===== config.mk =====
export PLATFORM = sky130hd
export DESIGN_NAME = crt_cfg_regs
export DESIGN_NICKNAME = d
export VERILOG_FILES = /design/src/rtl/core/crt_pkg.sv /design/src/rtl/core/crt_cfg_regs.sv
export SDC_FILE = /design/constraint.sdc
export NUM_CORES = 1
export LEC_CHECK = 0
export BUFFER_PORTS_ARGS = -buffer_cell sky130_fd_sc_hd__buf_2
export CAP_MARGIN = 10
export CORE_ASPECT_RATIO = 0.9
export CORE_MARGIN = 4
export CORE_UTILIZATION = 40
export CTS_CLUSTER_DIAMETER = 30
export DETAILED_ROUTE_END_ITERATION = 8
export GPL_ROUTABILITY_DRIVEN = 0
export PLACE_DENSITY = 0.75
export SETUP_SLACK_MARGIN = 0.1
export SLEW_MARGIN = 20
export SYNTH_ARGS = -nofsm -noshare
export SYNTH_HDL_FRONTEND = slang
export SYNTH_SLANG_ARGS = --single-unit

===== constraint.sdc =====
create_clock -name clk -period 2.65 [get_ports clk]
set_input_delay 0.6625 -clock clk [delete_from_list [all_inputs] [get_ports clk]]
set_output_delay 0.6625 -clock clk [all_outputs]
set_load 0.01 [all_outputs]

===== src/rtl/core/crt_pkg.sv =====
// ----------------------------------------------------------------------------
// crt_pkg: shared types and constants for the chunk reassembly tracker
// Item layouts, status codes, register map and reset values.
// ----------------------------------------------------------------------------
package crt_pkg;

  localparam int SLOT_COUNT_DEF = 8;
  localparam int MAX_CHUNKS_DEF = 8192;

  // seen-store tags; tag zero never matches a live slot
  localparam int EPOCH_W = 8;

  localparam logic [15:0] TIMEOUT_RESET = 16'd1500;
  localparam logic [15:0] GAP_RESET     = 16'd50;

  localparam logic [2:0] ADDR_TIMEOUT = 3'd0;
  localparam logic [2:0] ADDR_GAP     = 3'd4;

  localparam logic [28:0] BYTE_MAX = 29'h1FFF_FFFF;

  localparam logic [2:0] ST_STORED   = 3'd0;
  localparam logic [2:0] ST_DUP      = 3'd1;
  localparam logic [2:0] ST_BAD      = 3'd2;
  localparam logic [2:0] ST_LATE     = 3'd3;
  localparam logic [2:0] ST_MISMATCH = 3'd4;
  localparam logic [2:0] ST_OVERCAP  = 3'd5;
  localparam logic [2:0] ST_COMPLETE = 3'd6;

  typedef struct packed {
    logic [31:0] frame_id;
    logic [15:0] chunk_index;
    logic [15:0] total_chunks;
    logic [15:0] payload_len;
    logic [31:0] now_ms;
  } chunk_in_t;

  typedef struct packed {
    logic [2:0]  status;
    logic        store_enable;
    logic [2:0]  store_slot;
    logic [12:0] store_chunk;
    logic        frame_complete;
    logic [2:0]  complete_slot;
    logic [13:0] complete_chunks;
    logic [28:0] complete_bytes;
  } chunk_out_t;

  // seen-store commands from the sequencer
  typedef struct packed {
    logic rd;
    logic wr;
    logic clr;
  } seen_ctl_t;

endpackage


===== src/rtl/core/crt_cfg_regs.sv =====
// ----------------------------------------------------------------------------
// crt_cfg_regs: configuration register file
// APB-style write/read of the timeout and restart gap registers.
// ----------------------------------------------------------------------------
module crt_cfg_regs (
  input  logic        clk,
  input  logic        rst,
  input  logic        psel,
  input  logic        penable,
  input  logic        pwrite,
  input  logic [2:0]  paddr,
  input  logic [31:0] pwdata,
  output logic [31:0] prdata,
  output logic        pready,
  output logic [15:0] stale_timeout_ms,
  output logic [15:0] restart_gap
);

  logic wr_en;
  assign wr_en  = psel & penable & pwrite;
  assign pready = 1'b1;

  always_ff @(posedge clk) begin
    if (rst) begin
      stale_timeout_ms <= crt_pkg::TIMEOUT_RESET;
      restart_gap      <= crt_pkg::GAP_RESET;
    end else if (wr_en) begin
      if (paddr == crt_pkg::ADDR_TIMEOUT) stale_timeout_ms <= pwdata[15:0];
      if (paddr == crt_pkg::ADDR_GAP)     restart_gap      <= pwdata[15:0];
    end
  end

  always_comb begin
    prdata = 32'd0;
    if (paddr == crt_pkg::ADDR_TIMEOUT) prdata = {16'd0, stale_timeout_ms};
    if (paddr == crt_pkg::ADDR_GAP)     prdata = {16'd0, restart_gap};
  end

endmodule


**Word-level counts from Yosys, hierarchy flattened**

Cells that the tools add are included.

- Flip-flop bits (word level): 32
- Memories kept: 0
- Latch bits: 0
- Word-level logic and storage cells: 10
- Bits in read-only memories: 0
- Output and inout bits: 65
- Input bits: 40
- Memory bits (writable): 0

- Shift operators: 0
- Divide/modulo/power cells: 0
- Multipliers: 0
- Bitwise operators: 2
- Reduce and logical (&&, ||, !) cells: 3
- Mux-type cells: 2
- Add/sub/neg operators: 0
- Equal/unequal tests: 1
- Order comparisons: 0

Operator list:

| cell | number |
|---|---|
| two-way mux 32 bit | 1 |
| two-way mux 16 bit | 1 |
| AND reduction 2 bit | 2 |
| equality test 3 bit, second input constant | 1 |
| logical NOT 3 bit | 1 |
| bitwise AND 1 bit | 2 |

**Depth between registers and ports, before layout**

Gate-level depths: netlist (run 1).

- Depth after elaboration: 3
- Depth in mapped cells: 5
- Gate-level depth less buffers: 3

**Worst setup path after synthesis (run 1)**

OpenSTA, ideal clock, no wires.

- Path kind: in2out
- Start: input paddr[2]
- End: output prdata[10]
- Required time: 1.987 ns
- Setup slack: 0.542 ns
- Arrival time: 1.445 ns
- Path buffers: 2
- Cell stages on the path: 4
- Path through: buf_2 buf_2 mux2i_1 nor2_1

- Word-level cells in the longest chain between the ends: 3
- Elaborated cells on any way between the ends: 4
- Classes of those cells: eq/ne (1); mux (2); reduce/logical (1)

Ends and longest elaborated chain:

| element | line | RTL |
|---|---|---|
| from (decl) | crt_cfg_regs.sv:11 | `input logic [2:0] paddr,` |
| logical NOT 3 bit | crt_cfg_regs.sv:35 | `if (paddr == crt_pkg::ADDR_TIMEOUT) prdata = {16'd0, stale_timeout_ms};` |
| two-way mux 16 bit | crt_cfg_regs.sv:35 |  |
| two-way mux 32 bit * | crt_cfg_regs.sv:36 | `if (paddr == crt_pkg::ADDR_GAP) prdata = {16'd0, restart_gap};` |
| to (decl) | crt_cfg_regs.sv:13 | `output logic [31:0] prdata,` |

Every way passes the cells marked *; elsewhere a longest branch is shown, timed or not.

**Final worst setup path (run 1)**

- Start: input paddr[2]
- End: output prdata[3]

Same word-level chain as after synthesis.

==> summary.txt, run 1 <==
Drt
  • ANT nets after route: 0
  • WL final: 3920 µm
  • Pre-Repair DR Iteration Count: 4
  • Vias/cell: 4.34
  • Initial DRC count: 38
  • # DRC: 0
  • Vias: 1390
  • WL per Instance: 12.3 µm

Clock network
  • Hold Buf Count CTS: 0
  • Clock Sinks: 32
  • Root Driver: clkbuf_8
  • Worst-path clk slew: 0.07 ns
  • Worst-Skew Late Latency: 0.27 ns
  • PostCTS Resize Cnt: 0
  • TritonCTS buffer count: 5
  • CTS Buffer Depth: 2
  • Postcts setup bufs: 0
  • H-tree depth: 2
  • TritonCTS clock tree: built

Worst setup path
  • Reg2reg start: restart_gap[5]$_SDFFE_PP1P_
  • Reg2Reg Setup Slack: 2.01 ns
  • Type of origin of the critical path: input port
  • CP max FO: 19
  • Worst reg-to-reg path cell count: 2
  • Required @ worst endpoint: 1.99 ns
  • FF-to-FF End: restart_gap[5]$_SDFFE_PP1P_
  • WP data arrival: 1.62 ns
  • CP endpoint kind: primary output
  • Crit path kind: input port to primary output

Power and ir drop
  • Design Power: 0.943 mW
  • Clock share of power: 36.3%
  • Leak: 1.06 nW
  • Net Sw Power: 0.232 mW
  • VDD IR max: 0.000278 V
  • Switching Fraction: 24.6%
  • P per Cell Area: 433 nW/µm²
  • Gate power share: 12.0%
  • Pint: 0.711 mW
  • Seq pwr share: 51.7%

Finish
  • Area growth syn-to-layout: 24.2%
  • Final core utilization: 52.4%
  • Nets@finish: 300
  • Antenna diode count: 0
  • Share of layout cells above drive strength 1: 32.7%

Synthesis
  • Top_reg_cell synth: dfxtp_1
  • Mapped cell area: 1750 µm²
  • Synth Register Bits: 32
  • Cell taking the most area after synthesis: dfxtp_1
  • Post-synth top area share: 36.5%
  • Total of warnings raised by yosys: 0
  • Synthesized area per cell: 9.09 µm²
  • Number of synthesized flops with an enable pin: 0
  • Asr flop ratio synth: 0%
  • Top cells by area, synth: dfxtp_1 37%, mux2i_1 27%, nand2b_1 13%
  • Synth Instances: 193
  • Most frequent cell after synthesis: mux2i_1
  • Seq/Total Area, Yosys: 36.5%
  • Post-synth cell types: 16
  • Top post-synthesis cells by count: 48 x mux2i_1, 37 x nand2b_1, 35 x nor2_1, 32 x dfxtp_1, 19 x buf_4

Timing
  • Tmin final: 2.28 ns
  • Setup violations, final: 0
  • Final Hold Fails: 0
  • Fin Setup TNS: 0 ns
  • Final worst slack: 0.368 ns
  • Setup Skew: 0 ns
  • RSZ-0062 raised after global routing: false
  • Count of final max-slew check failures: 0
  • Slew of the pin with the lowest slew margin: 0.741 ns
  • Max frequency: 438 MHz
  • Period utilization: 86.1%
  • Worst slew margin: 50.6%

Floorplan
  • Die width: 77.8 µm
  • Die H: 70.8 µm
  • Rows: 22
  • Die area: 5510 µm²
  • I/O pins: 105
  • Core ar.: 4160 µm²
  • Initial Utilization: 42.2%

GRT
  • Initial antenna violation count: 0
  • Maximum number of pins on one net before global-route repair: 57
  • Vias in the first global route: 1311
  • GRT overflow: 0
  • Global-route wire length before repair: 6380 µm
  • GRT Util Overall: 14.7%

Placement
  • Number of I/O port buffers: 71
  • Pre-CTS WS: 0.341 ns
  • Dpl hpwl: 2920 µm

Min path
  • Hold Path Depth: 2
  • Min-Delay Endpoint: stale_timeout_ms[1]$_SDFFE_PP0P_
  • Hold_sp: stale_timeout_ms[1]$_SDFFE_PP0P_
  • Hold Path Class: register to register

Run status
  • Status: finished clean

Flow run
  • Max-Cap Viols: 0
## final cells by class
type / count / area [µm²]
fillers: 402 / 1980
multi-input cells: 144 / 976
clock inverters: 1 / 5.00
well taps: 60 / 75.1
clock buffers: 6 / 72.6
inverters: 1 / 3.75
flip-flops and latches: 32 / 641
repair buffers: 76 / 405
## worst max-delay path, stage by stage
cell     delay, ns
buf_2         0.48
mux2i_1       0.27
nor2_1        0.05
buf_2         0.15
## how the worst max path moves through the flow
| stage | cells after the start | slack (ns) | endpoint | start |
|---|---|---|---|---|
| after detailed placement | 4 | 0.34 | prdata[1] | paddr[2] |
| after global placement | 4 | 0.35 | prdata[1] | paddr[2] |
| after global routing | 4 | 0.28 | prdata[6] | paddr[2] |
| after CTS | 4 | 0.34 | prdata[1] | paddr[2] |
| final | 4 | 0.37 | prdata[3] | paddr[2] |
| after floorplan | 4 | 0.54 | prdata[10] | paddr[2] |
## layer usage
layer  up-vias  share of wire [%]  global-route usage [%]
met5         -                  0                       0
met4         0               0.99                    5.34
met3         5                7.3                    4.58
met2        49                 47                    23.0
met1       619                 45                    18.9
li1        717                  -                       -
## through the flow
step                area [µm²]  cells  hold WS, ns
finish                    2180    320        0.486
global route              2180    320        0.506
CTS                       2180    320        0.492
detailed placement        2100    313        0.481
global placement          2100    313        0.474
floorplan                 1810    208        0.504
## power by group through the flow
stage | logic (mW) | registers, mW | clock network [mW]
after floorplan | 0.0918 | 0.499 | 0
after global placement | 0.113 | 0.498 | 0
after detailed placement | 0.115 | 0.498 | 0
after CTS | 0.115 | 0.487 | 0.354
after global routing | 0.126 | 0.487 | 0.384
final | 0.114 | 0.487 | 0.342
## kinds of logic (layout without fill, tap and decap cells)
logic type / count (synthesis) / after routing / synth area share, %
simple gates: 79 / 79 / 23.8
mux: 48 / 48 / 27.4
flops: 32 / 32 / 36.5
buf+inv: 32 / 84 / 11.9
other cells: 2 / 17 / 0.428
## sequential cells by signal, indices dropped and copies added, names as in the netlist
| signal | count |
|---|---|
| stale_timeout_ms | 16 |
| restart_gap | 16 |
## layout by cell type, fill, tap and decap left out, drive strengths merged
cell type  Yosys  routed
mux2i         48      48
nand2b        37      37
dfxtp         32      32
nand2          2       2
clkbuf         8       6
or2            1       1
buf           23      76
clkinv         0       1
or3            1       1
or4            1       1
nor4           1       1
inv            1       1
nor3           1       1
conb           2      17
nor2          35      35
Note: power is estimated with default switching activity, not from simulation.
==> run 2: changes to the inputs <==
- BUFFER_PORTS_ARGS: -buffer_cell sky130_fd_sc_hd__buf_2 -> default
- DONT_BUFFER_PORTS: default -> 1
- PLACE_DENSITY: 0.75 -> default
- REMOVE_ABC_BUFFERS: default -> 1
==> summary.txt, run 2 (same netlist as run 1, synthesis figures left out) <==
Drt
  • WL final: 3690 µm (-5.8%)
  • Pre-Repair DR Iteration Count: 4 (unchanged)
  • # DRC: 0 (unchanged)
  • Vias: 1208 (-13%)
  • Initial DRC count: 56 (+47%)
  • ANT nets after route: 0 (unchanged)
  • WL per Instance: 14.9 µm (+22%)
  • Vias/cell: 4.89 (+13%)

Worst setup path
  • Required @ worst endpoint: 1.99 ns (about the same)
  • CP endpoint kind: primary output
  • Crit path max-delay family: simple AND/OR/NAND/NOR gates
  • Critical Path Slowest Stage Cell: or2_1
  • Critical path depth: 2 (-2)
  • CP endpoint: prdata[10]
  • CP cell instances: or2_1, nor2_1
  • Worst reg-to-reg path cell count: 2 (unchanged)
  • Type of origin of the critical path: input port
  • Crit path kind: input port to primary output
  • Delay of the slowest critical-path stage: 0.52 ns (+0.04 ns)
  • Reg2Reg Setup Slack: 1.94 ns (-0.07 ns)
  • FF-to-FF End: stale_timeout_ms[13]$_SDFFE_PP0P_
  • WP data arrival: 1.53 ns (-0.09 ns)
  • CP max FO: 20 (+1)
  • Worst Path Buf+Inv: 0 (-2)
  • Reg2reg start: stale_timeout_ms[13]$_SDFFE_PP0P_
  • Origin of the worst setup path: paddr[1]

Floorplan
  • Rows: 22 (unchanged)
  • Die H: 70.8 µm (unchanged)
  • Die width: 77.8 µm (unchanged)
  • Die area: 5510 µm² (unchanged)
  • I/O pins: 105 (unchanged)
  • Core ar.: 4160 µm² (unchanged)
  • Initial Utilization: 42.2% (unchanged)

Clock network
  • Postcts setup bufs: 0 (unchanged)
  • Worst-path clk slew: 0.06 ns (about the same)
  • Worst-Skew Late Latency: 0.27 ns (about the same)
  • Clock Sinks: 32 (unchanged)
  • PostCTS Resize Cnt: 0 (unchanged)
  • TritonCTS buffer count: 5 (unchanged)
  • H-tree depth: 2 (unchanged)
  • TritonCTS clock tree: built
  • CTS Buffer Depth: 2 (unchanged)
  • Root Driver: clkbuf_8
  • Hold Buf Count CTS: 0 (unchanged)

Timing
  • Fin Setup TNS: 0 ns (unchanged)
  • Final worst slack: 0.453 ns (+0.0850 ns)
  • Worst slew margin: 43.8% (-6.7 points)
  • Setup Skew: 0 ns (unchanged)
  • RSZ-0062 raised after global routing: false
  • Setup violations, final: 0 (unchanged)
  • Period utilization: 82.9% (-3.2 points)
  • Max frequency: 455 MHz (+3.9%)
  • Count of final max-slew check failures: 0 (unchanged)
  • Tmin final: 2.20 ns (-0.0850 ns)
  • Slew of the pin with the lowest slew margin: 0.842 ns (+0.101 ns)
  • Final Hold Fails: 0 (unchanged)

Placement
  • Pre-CTS WS: 0.429 ns (+0.0884 ns)
  • Dpl hpwl: 2690 µm (-7.7%)
  • Number of I/O port buffers: 0 (-100%)
  • Area post-placement: 1720 µm² (-18%)
  • Placed cell count: 240 (-23%)

Finish
  • Fill count: 415 (+3.2%)
  • Nets@finish: 227 (-24%)
  • Antenna diode count: 0 (unchanged)
  • Area growth syn-to-layout: 3.78%
  • Fin cells: 247 (-23%)
  • Share of layout cells above drive strength 1: 6.95% (-26 points)
  • Commonest non-fill, non-tap cell in the layout: mux2i_1
  • Largest registers: restart_gap (16), stale_timeout_ms (16)
  • Post-route design area: 1820 µm² (-16%)
  • Commonest non-fill, non-tap cells in the layout: 48 x mux2i_1, 37 x nand2b_1, 35 x nor2_1

Power and ir drop
  • Leak: 0.729 nW (-31%)
  • VDD IR max: 0.000203 V (-27%)
  • P per Cell Area: 525 nW/µm² (+21%)

GRT
  • Maximum number of pins on one net before global-route repair: 57 (unchanged)
  • Global-route wire length before repair: 6060 µm (-5.0%)
  • GRT overflow: 0 (unchanged)
  • Initial antenna violation count: 0 (unchanged)
  • Vias in the first global route: 1241 (-5.3%)
  • GRT Util Overall: 13.7% (-0.97 points)

Flow run
  • Max-Cap Viols: 0 (unchanged)

Min path
  • Hold Path Class: input port to register
  • Hold_sp: pwdata[7]

Run status
  • Status: finished clean
## run 2: changes by cell type in the layout (fill, tap and decap cells not counted)
cell      previous run  this run
clkbuf_1             1         0
clkbuf_8             5         7
clkinv_2             1         0
buf_2               71         0
buf_4                4         2
nor3_2               0         1
nor3_4               1         0
## run 2: layout make-up
| class | count | area (µm²) | share of cell area [%] |
|---|---|---|---|
| Timing Repair Buffer | 3 | 35.0 | 1.92 |
| Inverter | 1 | 3.75 | 0.206 |
| Clock buffer | 7 | 96.3 | 5.29 |
| Tap cell | 60 | 75.1 | 4.12 |
| Multi-Input combinational cell | 144 | 970 | 53.3 |
| Sequential cell | 32 | 641 | 35.2 |
## run 2: worst min path at each step
stage / to / slack, ns / cells past startpoint
after floorplan: stale_timeout_ms[0]$_SDFFE_PP0P_ / 0.50 / 2
after global placement: restart_gap[6]$_SDFFE_PP0P_ / 0.52 / 2
after detailed placement: stale_timeout_ms[11]$_SDFFE_PP0P_ / 0.53 / 2
after CTS: restart_gap[7]$_SDFFE_PP0P_ / 0.53 / 2
after global routing: restart_gap[6]$_SDFFE_PP0P_ / 0.53 / 2
final: restart_gap[7]$_SDFFE_PP0P_ / 0.54 / 2
## run 2: layer usage
layer | track usage [%] | vias to the layer above | part of all wire, %
li1 | - | 568 | -
met1 | 15.7 | 565 | 41
met2 | 23.4 | 72 | 46
met3 | 5.34 | 3 | 12
met4 | 4.15 | 0 | 0.51
met5 | 0 | - | 0
## run 2: report_power, final
group / total, mW / leakage, nW / internal [mW] / switching, mW
Sequential: 0.490 / 0.258 / 0.485 / 0.00508
Combinational: 0.0655 / 0.420 / 0.0284 / 0.0371
Clock: 0.400 / 0.0503 / 0.231 / 0.169
Total: 0.955 / 0.729 / 0.744 / 0.211
## run 2: per-stage QoR
step	power (mW)	utilization (%)	hold WS (ns)
2_1_floorplan	0.556	-	0.503
3_3_place_gp	0.564	41.5	0.524
3_5_place_dp	0.566	41.5	0.534
4_1_cts	0.967	43.8	0.527
5_1_grt	1.00	43.8	0.529
6_report	0.955	43.8	0.535
==> run 3: changes to the inputs <==
- clock period: 2.65 -> 1.77 ns (I/O delays scaled with it)
==> summary.txt, run 3 (same netlist as run 1, synthesis figures left out) <==
Floorplan
  • I/O pins: 105 (unchanged)
  • Rows: 22 (unchanged)
  • Die width: 77.8 µm (unchanged)
  • Core ar.: 4160 µm² (unchanged)
  • Initial Utilization: 42.2% (unchanged)
  • Die area: 5510 µm² (unchanged)
  • Die H: 70.8 µm (unchanged)

Finish
  • Area of the multi-input gates: 970 µm² (unchanged)
  • Share of layout cells above drive strength 1: 7.89% (+0.94 points)
  • Nets@finish: 230 (+1.3%)
  • Final core utilization: 44.2% (+0.39 points)
  • FF/Latch Area: 641 µm² (unchanged)
  • Fill count: 414 (-0.24%)
  • Commonest non-fill, non-tap cell in the layout: mux2i_1
  • Area growth syn-to-layout: 4.71%
  • Antenna diode count: 0 (unchanged)
  • Largest registers: restart_gap (16), stale_timeout_ms (16)
  • Commonest non-fill, non-tap cells in the layout: 48 x mux2i_1, 37 x nand2b_1, 35 x nor2_1

Placement
  • Pre-CTS WS: 0.0781 ns (-0.351 ns)
  • Number of I/O port buffers: 0 (unchanged)
  • Dpl hpwl: 2750 µm (+2.2%)

Drt
  • Vias/cell: 4.90 (+0.19%)
  • WL per Instance: 14.9 µm (about the same)
  • Pre-Repair DR Iteration Count: 4 (unchanged)
  • # DRC: 0 (unchanged)
  • WL final: 3730 µm (+1.1%)
  • Initial DRC count: 35 (-38%)
  • ANT nets after route: 0 (unchanged)
  • Vias: 1225 (+1.4%)

Clock network
  • Root Driver: clkbuf_8
  • Hold Buf Count CTS: 0 (unchanged)
  • TritonCTS clock tree: built
  • Postcts setup bufs: 0 (unchanged)
  • CTS Buffer Depth: 2 (unchanged)
  • Worst-path clk slew: 0.06 ns (about the same)
  • PostCTS Resize Cnt: 0 (unchanged)
  • TritonCTS buffer count: 5 (unchanged)
  • H-tree depth: 2 (unchanged)
  • Worst-Skew Late Latency: 0.27 ns (about the same)
  • Clock Sinks: 32 (unchanged)

Timing
  • Fin Setup TNS: 0 ns (unchanged)
  • Worst Hold Margin: 0.322 ns (-0.213 ns)
  • Final Hold Fails: 0 (unchanged)
  • Final worst slack: 0.180 ns (-0.273 ns)
  • Period utilization: 89.8%
  • Setup violations, final: 0 (unchanged)
  • Max frequency: 629 MHz
  • Setup Skew: 0 ns (unchanged)
  • RSZ-0062 raised after global routing: false
  • Count of final max-slew check failures: 0 (unchanged)
  • Tmin final: 1.59 ns

Worst setup path
  • Required @ worst endpoint: 1.33 ns (-0.66 ns)
  • CP endpoint kind: primary output
  • CP max FO: 7 (-65%)
  • Type of origin of the critical path: input port
  • WP data arrival: 1.15 ns (-0.38 ns)
  • Crit path kind: input port to primary output

GRT
  • GRT Util Overall: 13.9% (+0.22 points)
  • Initial antenna violation count: 0 (unchanged)
  • Vias in the first global route: 1235 (-0.48%)
  • Maximum number of pins on one net before global-route repair: 57 (unchanged)
  • Global-route wire length before repair: 6100 µm (+0.68%)
  • GRT overflow: 0 (unchanged)

Min path
  • Hold Path Class: input port to register

Power and ir drop
  • Gate power share: 7.8% (+0.9 points)
  • Leak: 0.740 nW (+1.5%)
  • Pint: 1.04 mW (+40%)
  • Switching Fraction: 22.8% (+0.73 points)
  • VDD IR max: 0.000405 V (+99%)
  • Seq pwr share: 54.4% (+3.1 points)
  • Clock share of power: 37.8% (-4.1 points)
  • Net Sw Power: 0.308 mW (+46%)
  • P per Cell Area: 734 nW/µm² (+40%)

Flow run
  • Max-Cap Viols: 0 (unchanged)

Run status
  • Status: finished clean
## run 3: per-layer routing
metal	global-route usage, %	up-vias	wire length, µm
li1	-	577	-
met1	15.4	560	1500
met2	23.6	83	1740
met3	6.49	5	455
met4	4.55	0	34
met5	0	-	0
## run 3: final timing paths
kind	start	endpoint	slack, ns	depth (start not counted)
setup reg to reg	stale_timeout_ms[15]$_SDFFE_PP0P_	stale_timeout_ms[15]$_SDFFE_PP0P_	1.06	2
hold / removal	pwdata[8]	restart_gap[8]$_SDFFE_PP0P_	0.32	2
hold reg to reg	stale_timeout_ms[13]$_SDFFE_PP0P_	stale_timeout_ms[13]$_SDFFE_PP0P_	0.54	2
setup / recovery	paddr[1]	prdata[10]	0.18	3
## run 3: per-stage QoR
stage          instances  power [mW]  cell area [µm²]
2_1_floorplan        177       0.832             1610
3_3_place_gp         243       0.851             1760
3_5_place_dp         243       0.854             1760
4_1_cts              250        1.38             1840
5_1_grt              250        1.42             1840
6_report             250        1.35             1840
## run 3: worst max-delay path: stages
cell    delay (ns)
or2_1         0.28
buf_4         0.20
nor2_1        0.22
## run 3: final cells by class
cell class              count  area share [%]
clock buffers               6            3.95
clock inverters             1           0.272
repair buffers              6            3.81
flip-flops and latches     32            34.9
multi-input cells         144            52.8
inverters                   1           0.204
well taps                  60            4.09
## run 3: power groups by stage
stage	Sequential [mW]	Clock, mW	Combinational, mW
detailed placement	0.749	0	0.105
finish	0.733	0.510	0.105
CTS	0.733	0.537	0.105
global placement	0.749	0	0.102
floorplan	0.748	0	0.0843
global route	0.734	0.573	0.114
